$ cat config.mk
export PLATFORM = sky130hd
export DESIGN_NAME = pjs_decide
export DESIGN_NICKNAME = d
export VERILOG_FILES = /design/src/rtl/pjs_pkg.sv /design/src/rtl/pjs_decide.sv
export SDC_FILE = /design/constraint.sdc
export NUM_CORES = 1
export LEC_CHECK = 0
export BUFFER_PORTS_ARGS = -buffer_cell sky130_fd_sc_hd__buf_2
export CAP_MARGIN = 10
export CELL_PAD_IN_SITES_DETAIL_PLACEMENT = 1
export CELL_PAD_IN_SITES_GLOBAL_PLACEMENT = 1
export CORE_AREA = 2 2 39 41
export DETAILED_ROUTE_END_ITERATION = 7
export DIE_AREA = 0 0 41 43
export PLACE_DENSITY = 0.83
export SLEW_MARGIN = 10
export SYNTH_ARGS = -nofsm -noshare
export SYNTH_HDL_FRONTEND = slang
export SYNTH_SLANG_ARGS = --single-unit
$ cat constraint.sdc
create_clock -name vclk -period 1.69
set_clock_uncertainty 0.2 [all_clocks]
set_input_delay 0.2535 -clock vclk [all_inputs]
set_output_delay 0.2535 -clock vclk [all_outputs]
set_load 0.05 [all_outputs]
$ cat src/rtl/pjs_pkg.sv
// Shared types and codes of the per-connection job serializer.
// Depends on nothing; imported by pjs_decide, the top level, the result checker and the testbench.
package pjs_pkg;

    // Connection field width and the number of codes it can carry
    localparam int CONN_PORT_W = 6;
    localparam int CONN_CODES  = 64;

    typedef enum logic {
        ACT_SUBMIT = 1'b0,
        ACT_DONE   = 1'b1
    } action_t;

    typedef enum logic [1:0] {
        KIND_ACCEPT = 2'd0,
        KIND_DECODE = 2'd1,
        KIND_DRAIN  = 2'd2,
        KIND_CLOSE  = 2'd3
    } kind_t;

    typedef enum logic [2:0] {
        ST_DISPATCHED       = 3'd0,
        ST_BACKLOGGED       = 3'd1,
        ST_PENDING_STORED   = 3'd2,
        ST_PENDING_REPLACED = 3'd3,
        ST_BACKLOG_FULL     = 3'd4,
        ST_DONE_UNKNOWN     = 3'd5,
        ST_IDLE             = 3'd6
    } status_t;

    // Where the tag of a dispatched job comes from
    typedef enum logic [2:0] {
        SRC_NONE    = 3'd0,
        SRC_INPUT   = 3'd1,
        SRC_DECODE  = 3'd2,
        SRC_DRAIN   = 3'd3,
        SRC_BACKLOG = 3'd4
    } src_t;

    // Control view of one connection entry
    typedef struct packed {
        logic active;
        logic prefer;
        logic dec_v;
        logic drn_v;
        logic bl_empty;
        logic bl_full;
    } pjs_flags_t;

    // Outcome of one request for one connection
    typedef struct packed {
        status_t status;
        kind_t   kind;
        src_t    src;
        logic    active;
        logic    prefer;
        logic    dec_v;
        logic    drn_v;
        logic    wr_dec_tag;
        logic    wr_drn_tag;
        logic    push;
        logic    pop;
        logic    go_idle;
    } pjs_decision_t;

endpackage

$ cat src/rtl/pjs_decide.sv
// Decision logic of the job serializer: turns one request and the control
// flags of its connection into the status and the entry updates. Uses pjs_pkg.
module pjs_decide import pjs_pkg::*; (
    input  action_t       action,
    input  kind_t         kind,
    input  pjs_flags_t    flags,
    output pjs_decision_t dec
);

    always_comb
    begin
        dec            = '0;
        dec.status     = ST_DONE_UNKNOWN;
        dec.kind       = KIND_ACCEPT;
        dec.src        = SRC_NONE;
        dec.active     = flags.active;
        dec.prefer     = flags.prefer;
        dec.dec_v      = flags.dec_v;
        dec.drn_v      = flags.drn_v;

        unique case (action)
            ACT_SUBMIT:
            begin
                if (!flags.active)
                begin
                    // idle connection: dispatch at once
                    dec.active = 1'b1;
                    dec.status = ST_DISPATCHED;
                    dec.kind   = kind;
                    dec.src    = SRC_INPUT;
                end
                else
                begin
                    unique case (kind) inside
                        KIND_DECODE:
                        begin
                            dec.wr_dec_tag = 1'b1;
                            dec.dec_v      = 1'b1;
                            dec.status     = flags.dec_v ? ST_PENDING_REPLACED
                                                         : ST_PENDING_STORED;
                        end
                        KIND_DRAIN:
                        begin
                            dec.wr_drn_tag = 1'b1;
                            dec.drn_v      = 1'b1;
                            dec.status     = flags.drn_v ? ST_PENDING_REPLACED
                                                         : ST_PENDING_STORED;
                        end
                        KIND_ACCEPT, KIND_CLOSE:
                        begin
                            if (flags.bl_full)
                            begin
                                dec.status = ST_BACKLOG_FULL;
                            end
                            else
                            begin
                                dec.push   = 1'b1;
                                dec.status = ST_BACKLOGGED;
                            end
                        end
                    endcase
                end
            end
            ACT_DONE:
            begin
                if (!flags.active)
                begin
                    dec.status = ST_DONE_UNKNOWN;
                end
                else if (flags.drn_v && (!flags.dec_v || flags.prefer))
                begin
                    dec.drn_v  = 1'b0;
                    dec.prefer = 1'b0;
                    dec.status = ST_DISPATCHED;
                    dec.kind   = KIND_DRAIN;
                    dec.src    = SRC_DRAIN;
                end
                else if (flags.dec_v)
                begin
                    dec.dec_v  = 1'b0;
                    dec.prefer = 1'b1;
                    dec.status = ST_DISPATCHED;
                    dec.kind   = KIND_DECODE;
                    dec.src    = SRC_DECODE;
                end
                else if (!flags.bl_empty)
                begin
                    // kind comes with the backlog word
                    dec.pop    = 1'b1;
                    dec.status = ST_DISPATCHED;
                    dec.src    = SRC_BACKLOG;
                end
                else
                begin
                    dec.active  = 1'b0;
                    dec.prefer  = 1'b0;
                    dec.go_idle = 1'b1;
                    dec.status  = ST_IDLE;
                end
            end
        endcase
    end

endmodule

==> impl_results.md <==
* Layout Cells excl Fill at 97
* Hold_ws at 0.639 ns
* Slowest CP cell: a221oi_4
* Share of cells above drive strength 1 at 0.568
* Final setup fails at 0
* Routed WL at 1120 um
* Count of final max-slew check failures at 0
* Min cycle time layout at 1.65 ns
* Drt pass-1 iters at 4
* Buffers added on ports at 26
* Synth unique cells at 19
* Status: finished clean
* Register area share after synthesis at 0
* Hold Violations, Final at 0
* Critical path cell sequence: buf_2 > inv_2 > ha_4 > a221oi_4 > o2bb2ai_2 > buf_6
* RePlAce Congestion at 0.739
* Vias at around 460
* Critical path type: in2out
* Hold WC Path Type: in2out
* Final Cycle Share at 0.975
* Global-route wire length before repair at 1780 um
* Ant diodes at 0
* Top cells by area, synth: ha_1 (12%), nand2_1 (11%), nor2_1 (9.6%)
* Die Ht at about 43 um
* GRT Total Usage at 0.138
* Adder-cell share of the synthesized area at 0.120
* DP HPWL at 1010 um
* Pleak at 0.307 nW
* Number of max-cap violations at 0
* Worst Path Required at about 1.2 ns
* Worst slew margin at 0.810
* Top-count cell post-synth: nand2_1
* Top Ports at 26
* Reg area at 0 um^2
* Simple-gate portion of the synthesized area at 0.462
* Synthesized net count at 64
* Power Dens Cells at 390 nW/um^2
* Starting Density at 0.227
* Die Wd at 41 um
* Core area at 1380 um^2
* YS warnings at 0
* Slowest cell delay on critical path at 0.29 ns
* Final antenna-violating net count at 0
* Largest net degree at the start of global routing at 13
* Synth Area in Compound Gates at 0.251
* Die ar. at ~1800 um^2
* Worst EP arrival at 1.19 ns
* Wirelength per Cell at about 12 um
* Max rail drop VDD at 0.109 mV
* Num sequential at 0
* Mux cell area share after synthesis at 0
* Crit start category: input pin
* Synthesized area at 314 um^2
* Hold-fix buffers, CTS at 0
* Row Count at 14
* Overflow after GRT at 0
* CP Max Fanout at 3
* Residual DRC count at 0
* Crit. End Element: primary output
* Synth area leader: ha_1
* Largest family of logic cells by synthesized area: simple AND/OR/NAND/NOR gates
* Total Neg Setup Slack at 0 ns
* Vias in the first global route at around 440
* Cell count after synthesis at 52
* Via density at about 4.8
* Area share of the largest cell type after synthesis at 0.120
* Unrepaired setup endpoints after global routing: true
* Post-Syn Area per Cell at 6.04 um^2
* Clock buffers at 0
* Slew @ Worst Pin at 0.285 ns
* Synth Area in XOR/XNOR at 0
* First-iteration detailed-routing DRC count at 4
* Initial antenna violation count at 0
* F_max at 0.607 GHz
* Area delta synth->final at 88.0%
* Number of nets in the layout at 95
* Setup Buffers After CTS at 0
* Placed Instances at 97
* Commonest cells in the netlist: nand2_1 (9), nor2_1 (8), inv_1 (5)
==> critical path: cells and delay by family <==
| family | cells | cell delay (ns) |
|---|---|---|
| AOI/OAI and AO/OA | 2 | 0.37 |
| adders and majority gates | 1 | 0.25 |
| buffers and inverters | 3 | 0.31 |
==> per-layer routing <==
layer | global-route usage | share of wire | up-vias
met2 | 0.278 | 0.55 | 18
met1 | 0.152 | 0.39 | 213
met3 | 0.00524 | 0.057 | 0
met4 | 0 | 0 | 0
met5 | 0 | 0 | -
li1 | - | - | 232
==> path summary, 6_finish.rpt <==
check  startpoint       to  slack [ns]  cells past startpoint
max       kind[0]  dec[14]        0.04                      6
min      flags[0]   dec[2]        0.64                      3
==> repair_timing <==
| action | in CTS | in global routing |
|---|---|---|
| endpoints found under the hold margin | 0 | 0 |
| endpoints found under the setup margin | 3 | 5 |
| pin swaps | 1 | 1 |
| gates resized for setup | 5 | 9 |
==> logic make-up after synthesis <==
| group | count (synthesis) |
|---|---|
| adder cells (fa/ha/maj) | 3 |
| buffers and inverters | 10 |
| AND/OR/NAND/NOR | 27 |
| AO/OA/AOI/OAI | 12 |
==> power by group <==
part | internal (W) | switching [W]
registers | 0 | 0
logic | 0.0000773 | 0.000153
clock network | 0 | 0
==> final cells by class <==
| type | instances | area (um^2) |
|---|---|---|
| repair buffers | 34 | 208 |
| well taps | 16 | 20.0 |
| fillers | 194 | 793 |
| inverters | 5 | 18.8 |
| multi-input cells | 42 | 344 |
==> metrics by stage <==
step	instance area (um^2)	setup slack (ns)	power, W	utilization
after floorplan	364	-0.135	0.000154	-
after global placement	541	-0.0598	0.000206	0.391
after detailed placement	541	-0.168	0.000211	0.391
after CTS	564	-0.0293	0.000221	0.408
after global routing	591	-0.0209	0.000245	0.427
final	591	0.0421	0.000230	0.427
==> placed cells by master, fill, tap and decap left out, drive strengths merged, types with 3 or more instances in the layout <==
cell type and n:
buf 34, nand2 9, nor2 8, inv 5, a21oi 4, and2 3, o2bb2ai 3, ha 3
(Power assumes the default switching activity.)
